### src/rtl/soft_brush_canvas_painter_top_assert.svh
// assertion macros for the soft brush canvas painter
`ifndef SOFT_BRUSH_CANVAS_PAINTER_TOP_ASSERT_SVH
`define SOFT_BRUSH_CANVAS_PAINTER_TOP_ASSERT_SVH

// a condition that must hold at every edge out of reset
`define SBCP_ASSERT_ALWAYS(label, clk, rst, cond, msg) \
   label: assert property (@(posedge clk) disable iff (rst) (cond)) else $error(msg);

// an antecedent implying a consequent in the next cycle
`define SBCP_ASSERT_NEXT(label, clk, rst, ante, cons, msg) \
   label: assert property (@(posedge clk) disable iff (rst) (ante) |=> (cons)) \
      else $error(msg);

`endif

### src/rtl/sbcp_pkg.sv
// ----------------------------------------------------------------------------
// sbcp_pkg
// shared types and constants of the soft brush canvas painter
// ----------------------------------------------------------------------------
`default_nettype none
package sbcp_pkg;
   localparam int GRID_SIZE  = 28;
   localparam int CELL_COUNT = GRID_SIZE * GRID_SIZE;
   localparam int ADDR_W     = $clog2(CELL_COUNT);
   localparam int COORD_W    = $clog2(GRID_SIZE);

   localparam logic [1:0] KIND_PAINT = 2'd0;
   localparam logic [1:0] KIND_CLEAR = 2'd1;
   localparam logic [1:0] KIND_READ  = 2'd2;

   typedef enum logic [3:0] {
      ST_IDLE,
      ST_CLEAR,
      ST_READ_WAIT,
      ST_READ_OUT,
      ST_PIX_RD,
      ST_SQRT,
      ST_DIV,
      ST_WRITE,
      ST_NEXT
   } state_type;

   // controller to datapath
   typedef struct packed {
      logic load;       // capture item and radius
      logic clear_step; // write zero at sweep address
      logic clear_init;
      logic rd_pixel;   // issue canvas read of next pixel of the box
      logic sqrt_start;
      logic div_start;
      logic wr_pixel;   // write updated ink
      logic advance;    // step to next pixel of the box
      logic rd_item;    // issue canvas read of item index
      logic rd_capture; // hold the ink of a read beat
   } cmd_type;

   // datapath to controller
   typedef struct packed {
      logic clear_done;
      logic in_radius;
      logic sqrt_done;
      logic div_done;
      logic box_done;
   } stat_type;
endpackage
`default_nettype wire

### src/rtl/sbcp_ctrl.sv
// ----------------------------------------------------------------------------
// sbcp_ctrl
// sequencer for paint, clear and read items
// ----------------------------------------------------------------------------
`default_nettype none
module sbcp_ctrl (
   input  wire logic              clock,
   input  wire logic              reset,
   input  wire logic              req_fire,
   input  wire logic [1:0]        req_kind,
   input  wire logic              rsp_fire,
   input  wire sbcp_pkg::stat_type stat,
   output sbcp_pkg::cmd_type      cmd,
   output logic                   busy,
   output logic                   rsp_valid
);
   import sbcp_pkg::*;

   state_type state_ff, state_in;

   // reset starts a clearing sweep of the canvas
   always_ff @(posedge clock) begin
      if (reset) begin
         state_ff <= ST_CLEAR;
      end else begin
         state_ff <= state_in;
      end
   end

   always_comb begin
      state_in = state_ff;
      case (state_ff)
         ST_IDLE: begin
            if (req_fire) begin
               case (req_kind)
                  KIND_PAINT: state_in = ST_PIX_RD;
                  KIND_CLEAR: state_in = ST_CLEAR;
                  KIND_READ:  state_in = ST_READ_WAIT;
                  default:    state_in = ST_IDLE;
               endcase
            end
         end
         ST_CLEAR:     if (stat.clear_done) state_in = ST_IDLE;
         ST_READ_WAIT: state_in = ST_READ_OUT;
         ST_READ_OUT:  if (rsp_fire) state_in = ST_IDLE;
         ST_PIX_RD:    state_in = stat.in_radius ? ST_SQRT : ST_NEXT;
         ST_SQRT:      if (stat.sqrt_done) state_in = ST_DIV;
         ST_DIV:       if (stat.div_done) state_in = ST_WRITE;
         ST_WRITE:     state_in = ST_NEXT;
         ST_NEXT:      state_in = stat.box_done ? ST_IDLE : ST_PIX_RD;
         default:      state_in = ST_IDLE;
      endcase
   end

   always_comb begin
      cmd = '0;
      busy = 1'b1;
      rsp_valid = 1'b0;
      case (state_ff)
         ST_IDLE: begin
            busy = 1'b0;
            cmd.load = req_fire;
            cmd.clear_init = req_fire;
            cmd.rd_item = req_fire;
         end
         ST_CLEAR:     cmd.clear_step = 1'b1;
         ST_READ_WAIT: cmd.rd_capture = 1'b1;
         ST_READ_OUT:  rsp_valid = 1'b1;
         ST_PIX_RD: begin
            cmd.sqrt_start = stat.in_radius;
         end
         ST_SQRT:  cmd.div_start = stat.sqrt_done;
         ST_WRITE: cmd.wr_pixel = 1'b1;
         ST_NEXT: begin
            cmd.advance = 1'b1;
            cmd.rd_pixel = 1'b1;
         end
         default: busy = 1'b1;
      endcase
   end
endmodule
`default_nettype wire

### config.mk
export PLATFORM = sky130hd
export DESIGN_NAME = sbcp_ctrl
export DESIGN_NICKNAME = d
export VERILOG_FILES = /design/src/rtl/soft_brush_canvas_painter_top_assert.svh /design/src/rtl/sbcp_pkg.sv /design/src/rtl/sbcp_ctrl.sv
export SDC_FILE = /design/constraint.sdc
export NUM_CORES = 1
export LEC_CHECK = 0
export ABC_AREA = 1
export BUFFER_PORTS_ARGS = -buffer_cell sky130_fd_sc_hd__buf_4
export CORE_AREA = 3 3 40 42
export DETAILED_ROUTE_END_ITERATION = 12
export DIE_AREA = 0 0 43 45
export GPL_TIMING_DRIVEN = 0
export PLACE_DENSITY_LB_ADDON = 0.12
export SYNTH_ARGS = -nofsm -noshare
export SYNTH_HDL_FRONTEND = slang
export SYNTH_SLANG_ARGS = --single-unit
### constraint.sdc
create_clock -name clock -period 2.47 [get_ports clock]
set_input_delay 0.247 -clock clock [delete_from_list [all_inputs] [get_ports clock]]
set_output_delay 0.247 -clock clock [all_outputs]
set_load 0.03 [all_outputs]
Yosys cells after proc, flatten, opt, wreduce, memory -nomap -nowiden
Cells that the tools add are included.

ROM bits: 0. Memories: 0. Flip-flop bits (word level): 4. Memory bits (writable): 0. Bits in latches: 0. Output and inout bits: 12. Input bits: 11. Logic and storage cells: 37.

Reductions and logical operators: 3. $mul: 0. Add/subtract/negate cells: 0. Magnitude comparators: 0. Shift operators: 0. Mux-type cells: 18. Bitwise operators: 0. Equality and inequality tests: 15. Div/mod/pow operators: 0.

Operators with widths (number): case mux 4 bit (9 select lines) (1); 2-to-1 mux 4 bit (6); == test 4 x 3 -> 1 bit, second input constant (4); != test 2 bit, second input constant (5); 2-to-1 mux 1 bit (9); case mux 3 bit (3 select lines) (1); == test 4 x 2 -> 1 bit, second input constant (2); AND reduction 5 bit (1); == test 4 x 1 -> 1 bit, second input constant (1); == test 4 bit, second input constant (1); logical NOT 4 bit (1); 2-to-1 mux 3 bit (1); == test 2 x 1 -> 1 bit, second input constant (1); == test 2 bit, second input constant (1); logical NOT 2 bit (1).

Longest topological paths before layout
Gate-level depths: netlist of the first run.

Depth after elaboration: 4. Depth in mapped cells: 9. Depth with buffers taken out: 9.

Worst setup path before layout of the first run
Ideal clock, no wire load.

Path kind: reg-to-output. Start: register state_ff[0]. End: output port cmd[7] in the netlist's numbering. Required time: 2223 ps. Setup slack: 642 ps. Data arrival time: 1581 ps. Stages on the path, launching flop included: 5. Path buffers: 1. Cells stage by stage: dfxtp_1 nor2_1 nand2_1 nor2_1 buf_4.

RTL lines: start, declared (RTL line sbcp_ctrl.sv:19) `state_type state_ff, state_in;`; start signal, assigned (RTL line sbcp_ctrl.sv:26) `state_ff <= state_in;`; end, declared (RTL line sbcp_ctrl.sv:13) `output sbcp_pkg::cmd_type cmd,`.

==> qor.csv, run 1 <==
stage,metric,value,unit
floorplanning,initial cell density of the core,0.322,
sta,fmax,601,MHz
clock_tree,CTS root buffer,clkbuf_4,
final_layout,Regs by FF count,state_ff (4),
setup_path,Reg2Reg Launch Point,state_ff[0]$_SDFFE_PP1P_,
global_routing,first-pass GRT wire length,1750,µm
pwr,register share of total power,0.176,
setup_path,Crit Path Max Fanout,6,
floorplanning,row count,13,
floorplanning,die extent in y,45,µm
sta,RSZ-0062 raised after global routing,no,
global_routing,GR Layer Usage met1,0.156,
detailed_routing,routed via count,490,
final_layout,area grow syn2layout,49.8,%
sta,final period utilization,0.674,
final_layout,Largest Register,state_ff,
clock_tree,H-tree depth,1,
global_routing,GR peak layer,met2,
synthesis,Syn. warnings,0,
setup_path,Worst Setup Path Type,flip-flop to output port,
clock_tree,CTS tree,yes,
pwr,sw frac,0.537,
floorplanning,Core ar.,0.00128,mm²
global_routing,initial antenna violation count,0,
pwr,leakage,0.370,nW
final_layout,fin cells,114,
pwr,VDD IR max,382,µV
clock_tree,clk sinks,4,
sta,relative slew slack,0.837,
setup_path,r2r worst-path depth,8,
synthesis,prevailing post-synth register cell,dfxtp_1,
global_routing,overall routing resource usage,0.116,
sta,clock skew,0.00121,ns
detailed_routing,final wirelength,1020,µm
clock_tree,post-CTS sizing,0,
synthesis,Syn Area/Cell,5.60,µm²
sta,final setup violation count,0,
synthesis,most numerous cell in the Yosys netlist,nand2_1,
clock_tree,TritonCTS Buffers,3,
clock_tree,CTS hold repair buffers,0,
final_layout,NumNets Final,112,
sta,final hold vios,0,
floorplanning,die width,43,µm
setup_path,Worst setup EP type,output port,
detailed_routing,TritonRoute pass-1 iters,3,
clock_tree,number of setup buffers added after CTS,0,
sta,max-slew violation count,0,
setup_path,crit start category,flip-flop,
floorplanning,io pins,23,
placed_design,PortBufs,22,
synthesis,syn nets,85,
setup_path,CP Data Required Time,2.22,ns
floorplanning,die area,0.00194,mm²
setup_path,reg2reg setup slack,1.26,ns
setup_path,Worst EP arrival,1.42,ns
setup_path,Critical R2R Capture,state_ff[1]$_SDFFE_PP0P_,
synthesis,#FFs+latches synth,4,
synthesis,sequential share of the synthesized area,0.193,
hold_path,hold path endpoint,state_ff[0]$_SDFFE_PP1P_,
synthesis,cell count after synthesis,74,
detailed_routing,Wirelength per Cell,8.96,µm
synthesis,Post-synth top cells,"nand2_1, nand3_1, inv_1, nor2_1, nor2_2",
placed_design,HPWL Detailed,886,µm
job,max cap viols,0,
synthesis,number of synthesized flops with an enable pin,0,
global_routing,met2 Use GR,0.195,
hold_path,HP Class,input port to flip-flop,
global_routing,M3 GR Usage,0,
detailed_routing,number of DRC markers in iteration 0,4,
synthesis,Async SR Flop Fraction,0,
sta,Period minus WS final,1.67,ns
hold_path,WHS Path Cells,3,
global_routing,vias in the first global route,431,
placed_design,routability congestion estimate,0.791,
pwr,switching power total,0.000358,W
pwr,Comb pwr share,0.708,
pwr,clock share of power,0.116,
clock_tree,maximum clock path buffer count,2,
pwr,pwr/cell area,1070,mW/mm²
outcome,status,finished clean,
global_routing,GR Overflow Total,0,
detailed_routing,vias per cell,4.30,
hold_path,min-delay src,reset,
detailed_routing,final antenna-violating net count,0,
sta,Fin Setup TNS,0,ns
final_layout,Largest register FFs,4,
final_layout,share of cells above drive strength 1,0.444,
synthesis,top-area cell type share of the netlist area,0.193,
synthesis,Area contributors post-synth,"dfxtp_1, nand3_1, nand2_1",
synthesis,unique cell type count in the Yosys netlist,14,
pwr,Internal Power,0.000309,W
placed_design,placed cell count,111,
clock_tree,worst-skew pair later-pin latency,0.23,ns
detailed_routing,DRC Markers,0,
final_layout,Inserted Diodes,0,
global_routing,pin count of the biggest net entering global routing,7,
synthesis,cell taking the most area after synthesis,dfxtp_1,
synthesis,mapped cell area,414,µm²
sta,Worst Max-Slew Pin Slew,0.243,ns
clock_tree,Worst-path clk slew,0.03,ns
==> through the flow <==
stage | setup slack, ns | cell area (µm²) | utilization | hold WS (ns) | total power, W
2_1_floorplan | 0.642 | 414 | - | 0.391 | 0.000457
5_1_grt | 0.669 | 621 | 0.483 | 0.292 | 0.000731
4_1_cts | 0.788 | 621 | 0.483 | 0.261 | 0.000677
6_report | 0.805 | 621 | 0.483 | 0.266 | 0.000667
3_5_place_dp | 1.04 | 598 | 0.465 | 0.503 | 0.000594
3_3_place_gp | 1.05 | 598 | 0.465 | 0.498 | 0.000590
==> worst max-delay path: stages, from the launching register on <==
cell and delay [ns]:
dfxtp_1 0.36, nor2_1 0.23, nand2_1 0.14, nor2_1 0.18, buf_4 0.13, buf_4 0.14
==> cells by family after synthesis <==
logic type             count (synthesis)  share of synthesized area
AND/OR/NAND/NOR                       49                      0.580
flip-flops                             4                      0.193
AO/OA/AOI/OAI                          1                     0.0181
buffers and inverters                 20                      0.208
==> worst max-delay path by stage <==
| stage | start | endpoint | slack [ns] | cells after the start |
|---|---|---|---|---|
| after CTS | state_ff[0]$_SDFFE_PP1P_ | cmd[7] | 0.79 | 5 |
| after detailed placement | state_ff[0]$_SDFFE_PP1P_ | cmd[7] | 1.04 | 5 |
| final | state_ff[0]$_SDFFE_PP1P_ | cmd[7] | 0.80 | 5 |
| after global routing | state_ff[3]$_SDFFE_PP0P_ | cmd[7] | 0.67 | 5 |
| after global placement | state_ff[0]$_SDFFE_PP1P_ | cmd[7] | 1.05 | 5 |
| after floorplan | state_ff[0]$_SDFFE_PP1P_ | cmd[7] | 0.64 | 4 |
==> layout by cell type, fill, tap and decap left out, drive strengths merged <==
master	instances
inv	17
nand3	13
nor4	1
buf	25
nor2	15
o21a	1
dfxtp	4
nor3	4
nand2	16
clkbuf	3
==> power by group through the flow <==
stage / clock network [W] / logic, W / registers (W)
2_1_floorplan: 0 / 0.000344 / 0.000114
3_3_place_gp: 0 / 0.000472 / 0.000118
3_5_place_dp: 0 / 0.000475 / 0.000119
4_1_cts: 0.0000828 / 0.000477 / 0.000117
5_1_grt: 0.0000874 / 0.000522 / 0.000121
6_report: 0.0000773 / 0.000472 / 0.000117
==> cell type report <==
cell class              count  area [µm²]
flip-flops and latches      4        80.1
repair buffers             22         165
fillers                   152         664
inverters                  17        63.8
well taps                  15        18.8
clock buffers               3        22.5
multi-input cells          50         248
plain buffers               3        22.5
==> layer usage <==
| metal | share of wire | routed length (µm) |
|---|---|---|
| met4 | 0 | 0 |
| met3 | 0.047 | 48 |
| met5 | 0 | 0 |
| met1 | 0.47 | 481 |
| met2 | 0.48 | 492 |
(Power assumes the default switching activity.)
==> run 2, diff against run 1 <==
- ABC_AREA: 1 -> 0
- clock period: 2.47 -> 1.4 ns (I/O delays scaled with it)
==> run 2 against run 1 <==
Net effect: the run now ends with setup timing left; register-to-register slack worse by 1.2 ns; via count is 2.4% higher; wire length is 13% higher; core utilization is 7.8 points higher; synthesized cell count is 19% lower; largest power group unchanged.
==> qor.csv, run 2 <==
stage,metric,value,unit,change
outcome,status,finished with violations,,
outcome,violated checks,setup timing,,
synthesis,mapped cell area,420,µm²,+1.5%
final_layout,Layout Utilization,0.561,,+0.0779
pwr,Internal Power,0.000416,W,+35%
sta,final hold vios,0,,unchanged
sta,Setup WS post-layout,-0.00183,ns,-0.807 ns
clock_tree,worst-skew pair later-pin latency,0.23,ns,about the same
detailed_routing,Wirelength per Cell,11.4,µm,+28%
synthesis,Syn. warnings,0,,unchanged
detailed_routing,routed via count,502,,+2.4%
clock_tree,TritonCTS Buffers,3,,unchanged
synthesis,top-area cell type share of the netlist area,0.190,,-0.00288
detailed_routing,final wirelength,1160,µm,+13%
synthesis,prevailing post-synth register cell,dfxtp_1,,
sta,Period minus WS final,1.40,ns,
setup_path,Reg2Reg Launch Point,state_ff[1]$_SDFFE_PP0P_,,
floorplanning,die width,43,µm,unchanged
sta,Worst Max-Slew Pin Slew,0.268,ns,+0.0251 ns
setup_path,crit start category,flip-flop,,
floorplanning,initial cell density of the core,0.327,,+0.00487
clock_tree,CTS root buffer,clkbuf_4,,
placed_design,post-placement setup slack,-0.0230,ns,-1.06 ns
synthesis,Area contributors post-synth,"dfxtp_1, nor2_1, nor3_1",,
setup_path,Worst setup EP type,output port,,
sta,relative slew slack,0.819,,-0.0180
hold_path,hold path endpoint,state_ff[0]$_SDFFE_PP1P_,,
synthesis,cell count after synthesis,60,,-19%
final_layout,Regs by FF count,state_ff (4),,
synthesis,Async SR Flop Fraction,0,,unchanged
detailed_routing,DRC Markers,0,,unchanged
job,max cap viols,0,,unchanged
final_layout,fin cells,101,,-11%
sta,clock skew,0.00277,ns,+0.00156 ns
final_layout,share of cells above drive strength 1,0.512,,+0.0672
global_routing,vias in the first global route,488,,+13%
setup_path,Critical R2R Capture,state_ff[1]$_SDFFE_PP0P_,,
sta,final period utilization,1.00,,
synthesis,Post-synth top cells,"nor2_1, nand2_1, nor3_1",,
sta,max-slew violation count,0,,unchanged
sta,fmax,713,MHz,
placed_design,routability congestion estimate,0.745,,-5.8%
final_layout,NumNets Final,99,,-12%
final_layout,post-route cell area,721,µm²,+16%
final_layout,Largest Register,state_ff,,
setup_path,Worst Setup Path Type,flip-flop to output port,,
final_layout,most frequent cells in the layout,"buf_4, nor2_1, nand2_1, buf_6, nor3_1",,
pwr,leakage,0.343,nW,-7.3%
clock_tree,clk sinks,4,,unchanged
sta,RSZ-0062 raised after global routing,yes,,
synthesis,number of synthesized flops with an enable pin,0,,unchanged
placed_design,HPWL Detailed,878,µm,-0.91%
clock_tree,CTS hold repair buffers,0,,unchanged
synthesis,syn nets,71,,-16%
floorplanning,io pins,23,,unchanged
global_routing,initial antenna violation count,0,,unchanged
pwr,switching power total,0.000275,W,-23%
hold_path,WHS Path Cells,2,,-1
pwr,sw frac,0.398,,-0.139
final_layout,"most common cell after layout, fill and taps aside",buf_4,,
detailed_routing,TritonRoute pass-1 iters,4,,+1
final_layout,fill count,127,,-16%
clock_tree,H-tree depth,1,,unchanged
detailed_routing,final antenna-violating net count,0,,unchanged
pwr,Comb pwr share,0.576,,-0.132
pwr,register share of total power,0.220,,+0.044
final_layout,area grow syn2layout,71.4,%,
synthesis,cell taking the most area after synthesis,dfxtp_1,,
global_routing,first-pass GRT wire length,2040,µm,+17%
global_routing,pin count of the biggest net entering global routing,11,,+4
floorplanning,row count,13,,unchanged
setup_path,reg2reg setup slack,0.03,ns,-1.23 ns
hold_path,min-delay src,reset,,
global_routing,GR Overflow Total,0,,unchanged
clock_tree,maximum clock path buffer count,2,,unchanged
setup_path,r2r worst-path depth,4,,-4
detailed_routing,vias per cell,4.97,,+16%
final_layout,Largest register FFs,4,,unchanged
final_layout,multi-input logic area,334,µm²,+35%
clock_tree,Worst-path clk slew,0.04,ns,about the same
final_layout,Inserted Diodes,0,,unchanged
floorplanning,Core ar.,0.00128,mm²,unchanged
synthesis,most numerous cell in the Yosys netlist,nor2_1,,
placed_design,placed cell count,97,,-13%
floorplanning,die extent in y,45,µm,unchanged
pwr,pwr/cell area,959,mW/mm²,-11%
setup_path,Worst EP arrival,1.26,ns,-0.16 ns
placed_design,Post-Place Cell Area,622,µm²,+4.0%
clock_tree,CTS tree,yes,,
detailed_routing,number of DRC markers in iteration 0,12,,+8
synthesis,#FFs+latches synth,4,,unchanged
setup_path,Crit Path Max Fanout,8,,+2
placed_design,PortBufs,22,,unchanged
pwr,VDD IR max,380,µV,-0.55%
synthesis,Syn Area/Cell,7.01,µm²,+25%
synthesis,sequential share of the synthesized area,0.190,,-0.00288
floorplanning,die area,0.00194,mm²,unchanged
setup_path,CP Data Required Time,1.26,ns,-0.96 ns
pwr,clock share of power,0.204,,+0.088
global_routing,overall routing resource usage,0.135,,+0.0192
sta,final setup violation count,2,,+2
synthesis,unique cell type count in the Yosys netlist,26,,+12
hold_path,HP Class,input port to flip-flop,,
final_layout,FF/Latch Area,86.3,µm²,+7.8%
## run 2: cell count changes in the layout (fill, tap and decap cells not counted), sizes merged, moves of 2 or more
| cell | previous run | this run |
|---|---|---|
| inv | 17 | 2 |
| nand2b | 0 | 4 |
| nand2 | 16 | 6 |
| buf | 25 | 30 |
| a21o | 0 | 2 |
| o21ai | 0 | 3 |
| nor3 | 4 | 6 |
| mux2i | 0 | 2 |
| nor2 | 15 | 10 |
| nand3 | 13 | 0 |
## run 2: kinds of logic after synthesis
logic type / Yosys count / share of synthesized area
flops: 4 / 0.190
mux: 3 / 0.0744
buf+inv: 9 / 0.119
simple gates: 33 / 0.417
compound gates: 11 / 0.199
## run 2: repair_timing
item,4_1_cts,5_1_grt
pin swaps,1,2
setup buffers,0,2
setup endpoints to repair,9,5
gates resized for setup,19,2
## run 2: power groups by stage
stage / logic [W] / registers [W] / clock network, W
after floorplan: 0.000245 / 0.000141 / 0
after global placement: 0.000350 / 0.000147 / 0
after detailed placement: 0.000348 / 0.000147 / 0
after CTS: 0.000387 / 0.000151 / 0.000151
after global routing: 0.000432 / 0.000156 / 0.000156
final: 0.000398 / 0.000152 / 0.000141
## run 2: worst max-delay path by stage
stage                             start     end  slack, ns  depth (start not counted)
3_3_place_gp   state_ff[2]$_SDFFE_PP0P_  cmd[7]      -0.02                          5
2_1_floorplan  state_ff[1]$_SDFFE_PP0P_  cmd[6]       0.06                          4
5_1_grt        state_ff[1]$_SDFFE_PP0P_  cmd[9]      -0.06                          5
4_1_cts        state_ff[1]$_SDFFE_PP0P_  cmd[6]     0.0001                          5
6_report       state_ff[1]$_SDFFE_PP0P_  cmd[7]     -0.002                          5
3_5_place_dp   state_ff[2]$_SDFFE_PP0P_  cmd[7]      -0.02                          5
## run 2: through the flow
step	power [W]	hold WS [ns]	TNS, ns
after floorplan	0.000386	0.226	0
after global placement	0.000497	0.342	-0.0427
after detailed placement	0.000496	0.345	-0.0451
after CTS	0.000688	0.0992	0
after global routing	0.000745	0.113	-0.211
final	0.000691	0.105	-0.00322
## run 2: critical path, cell delays in order, from the launching register on
cell and delay, ns:
dfxtp_2 0.33, buf_6 0.14, nor2_4 0.13, and3_4 0.20, buf_4 0.10, buf_6 0.11
## run 2: per-layer routing
metal  global-route usage  up-vias  share of wire
li1                     -      267              -
met1                0.166      218           0.44
met2                0.222       17           0.47
met3               0.0637        0          0.090
met4               0.0181        0              0
met5                    0        -              0
## run 2: area by class of cell
cell class / instances / area share
plain buffers: 6 / 0.0833
clock buffers: 3 / 0.0313
inverters: 2 / 0.0104
multi-input cells: 47 / 0.464
flip-flops and latches: 4 / 0.120
well taps: 15 / 0.0260
repair buffers: 24 / 0.266
==> run 3, diff against run 2 <==
- SKIP_CTS_REPAIR_TIMING: not set -> 1
==> run 3 against run 2 <==
Net effect: the run now ends clean; clock skew grew 0.00072 ns; sequential share of layout area shrank 0.30 points; setup slack gained 0.016 ns; register-to-register slack is essentially flat; wire length grew 6.5%; flip-flop and latch count is the same; worst hold slack gained 0.00095 ns; first-iteration DRC count shrank 75%; largest cell class unchanged; highest routed layer unchanged.
==> qor.csv, run 3 (synthesis results as in run 2) <==
stage,metric,value,unit,change
floorplanning,Core ar.,0.00128,mm²,unchanged
global_routing,vias in the first global route,484,,-0.82%
setup_path,Worst EP arrival,1.25,ns,about the same
clock_tree,worst-skew pair later-pin latency,0.23,ns,about the same
placed_design,PortBufs,22,,unchanged
outcome,status,finished clean,,
global_routing,GR Overflow Total,0,,unchanged
setup_path,Crit Path Max Fanout,8,,unchanged
global_routing,GR peak layer,met2,,
final_layout,area grow syn2layout,81.0,%,
pwr,clock share of power,0.195,,-0.009
sta,relative slew slack,0.819,,about the same
placed_design,placed cell count,97,,unchanged
floorplanning,initial cell density of the core,0.327,,unchanged
setup_path,Worst path most repeated cell,buf_6,,
final_layout,post-route cell area,761,µm²,+5.6%
setup_path,Crit path buffers/inverters,3,,unchanged
sta,RSZ-0062 raised after global routing,yes,,
pwr,switching power total,0.000285,W,+3.5%
sta,final setup violation count,0,,-2
final_layout,Largest register FFs,4,,unchanged
setup_path,Reg2Reg Launch Point,state_ff[1]$_SDFFE_PP0P_,,
final_layout,NumNets Final,102,,+3.0%
final_layout,"most common cell after layout, fill and taps aside",buf_4,,
pwr,Comb pwr share,0.594,,+0.018
sta,Fin Setup TNS,0,ns,+0.00322 ns
setup_path,Worst Setup Path Type,flip-flop to output port,,
pwr,sw frac,0.391,,-0.00675
pwr,VDD IR max,381,µV,+0.30%
floorplanning,die area,0.00194,mm²,unchanged
final_layout,Regs by FF count,state_ff (4),,
detailed_routing,Wirelength per Cell,11.8,µm,+3.4%
pwr,Tot Pwr,0.000728,W,+5.2%
setup_path,Top delay family on crit path,buffers and inverters,,
job,max cap viols,0,,unchanged
global_routing,pin count of the biggest net entering global routing,11,,unchanged
clock_tree,H-tree depth,1,,unchanged
global_routing,GR Layer Usage met1,0.176,,+0.00964
global_routing,initial antenna violation count,0,,unchanged
sta,max-slew violation count,0,,unchanged
pwr,pwr/cell area,956,mW/mm²,-0.29%
final_layout,Largest Register,state_ff,,
setup_path,"slowest stage delay, CP",0.33,ns,about the same
pwr,leakage,0.361,nW,+5.2%
setup_path,reg2reg setup slack,0.03,ns,about the same
setup_path,crit start category,flip-flop,,
hold_path,hold path endpoint,state_ff[0]$_SDFFE_PP1P_,,
floorplanning,die extent in y,45,µm,unchanged
setup_path,CP max-delay cell,dfxtp_2,,
floorplanning,io pins,23,,unchanged
setup_path,CP Data Required Time,1.26,ns,about the same
detailed_routing,final wirelength,1230,µm,+6.5%
detailed_routing,number of DRC markers in iteration 0,3,,-9
floorplanning,row count,13,,unchanged
clock_tree,TritonCTS Buffers,3,,unchanged
setup_path,Worst setup EP type,output port,,
clock_tree,maximum clock path buffer count,2,,unchanged
sta,Worst Max-Slew Pin Slew,0.268,ns,-0.000532 ns
setup_path,Critical R2R Capture,state_ff[1]$_SDFFE_PP0P_,,
pwr,register share of total power,0.211,,-0.009
placed_design,routability congestion estimate,0.745,,unchanged
detailed_routing,TritonRoute pass-1 iters,2,,-2
global_routing,first-pass GRT wire length,2030,µm,-0.34%
placed_design,Post-Place Cell Area,622,µm²,unchanged
placed_design,HPWL Detailed,878,µm,unchanged
global_routing,M3 GR Usage,0.0637,,unchanged
final_layout,share of cells above drive strength 1,0.528,,+0.0165
clock_tree,CTS tree,yes,,
setup_path,worst-path cell chain,buf_6 -> nor2_4 -> and3_4 -> buf_6 -> buf_6,,
hold_path,min-delay src,reset,,
pwr,Internal Power,0.000443,W,+6.4%
final_layout,fin cells,104,,+3.0%
floorplanning,die width,43,µm,unchanged
global_routing,met2 Use GR,0.204,,-0.0180
clock_tree,Worst-path clk slew,0.04,ns,about the same
hold_path,WHS Path Cells,2,,unchanged
sta,final period utilization,0.990,,-0.0112
clock_tree,clk sinks,4,,unchanged
final_layout,most frequent cells in the layout,"buf_4, nor2_1, buf_6, nand2_1, nor3_1",,
detailed_routing,routed via count,509,,+1.4%
detailed_routing,DRC Markers,0,,unchanged
global_routing,overall routing resource usage,0.133,,-0.00167
sta,fmax,721,MHz,+1.1%
final_layout,Inserted Diodes,0,,unchanged
detailed_routing,vias per cell,4.89,,-1.5%
sta,clock skew,0.00349,ns,+0.000719 ns
setup_path,r2r worst-path depth,4,,unchanged
clock_tree,CTS root buffer,clkbuf_4,,
detailed_routing,final antenna-violating net count,0,,unchanged
sta,Period minus WS final,1.39,ns,-0.0157 ns
sta,final hold vios,0,,unchanged
hold_path,HP Class,input port to flip-flop,,
## run 3: cell types whose count changed in the layout (fill, tap and decap cells not counted), sizes merged
cell,before,now
buf,30,33
## run 3: worst reg2reg max path, delay by kind of cell (launching register included)
| kind | cells | cell delay (ns) |
|---|---|---|
| mux | 2 | 0.55 |
| compound gates | 1 | 0.23 |
| simple gates | 1 | 0.16 |
| flops | 1 | 0.36 |
## run 3: area by class of cell
type,count,area (µm²)
multi-input combinational,47,334
tap,15,18.8
timing repair buffer,27,214
inverter,2,7.51
clock buffer,3,22.5
sequential,4,88.8
fill,128,524
buffer,6,75.1
## run 3: per-stage QoR
step	setup WS (ns)	hold slack, ns	utilization
after global placement	-0.0214	0.342	0.484
after floorplan	0.0566	0.226	-
final	0.0139	0.106	0.592
after global routing	-0.0504	0.111	0.592
after detailed placement	-0.0230	0.345	0.484
after CTS	-0.272	0.0992	0.501
## run 3: routing by layer
layer / part of all wire / vias up
met5: 0 / -
met4: 0 / 0
met3: 0.084 / 0
met2: 0.48 / 17
met1: 0.44 / 224
li1: - / 268
## run 3: worst max-delay path by stage
| stage | start | end | cells after the start |
|---|---|---|---|
| floorplan | state_ff[1]$_SDFFE_PP0P_ | cmd[6] | 4 |
| detailed placement | state_ff[2]$_SDFFE_PP0P_ | cmd[7] | 5 |
| finish | state_ff[1]$_SDFFE_PP0P_ | cmd[9] | 5 |
| global route | state_ff[1]$_SDFFE_PP0P_ | state_ff[1]$_SDFFE_PP0P_ | 4 |
| CTS | state_ff[2]$_SDFFE_PP0P_ | cmd[7] | 5 |
| global placement | state_ff[2]$_SDFFE_PP0P_ | cmd[7] | 5 |
## run 3: power groups by stage
stage               clock network, W  registers (W)  logic, W
finish                      0.000142       0.000154  0.000432
global route                0.000157       0.000158  0.000465
CTS                         0.000151       0.000145  0.000349
detailed placement                 0       0.000147  0.000348
global placement                   0       0.000147  0.000350
floorplan                          0       0.000141  0.000245
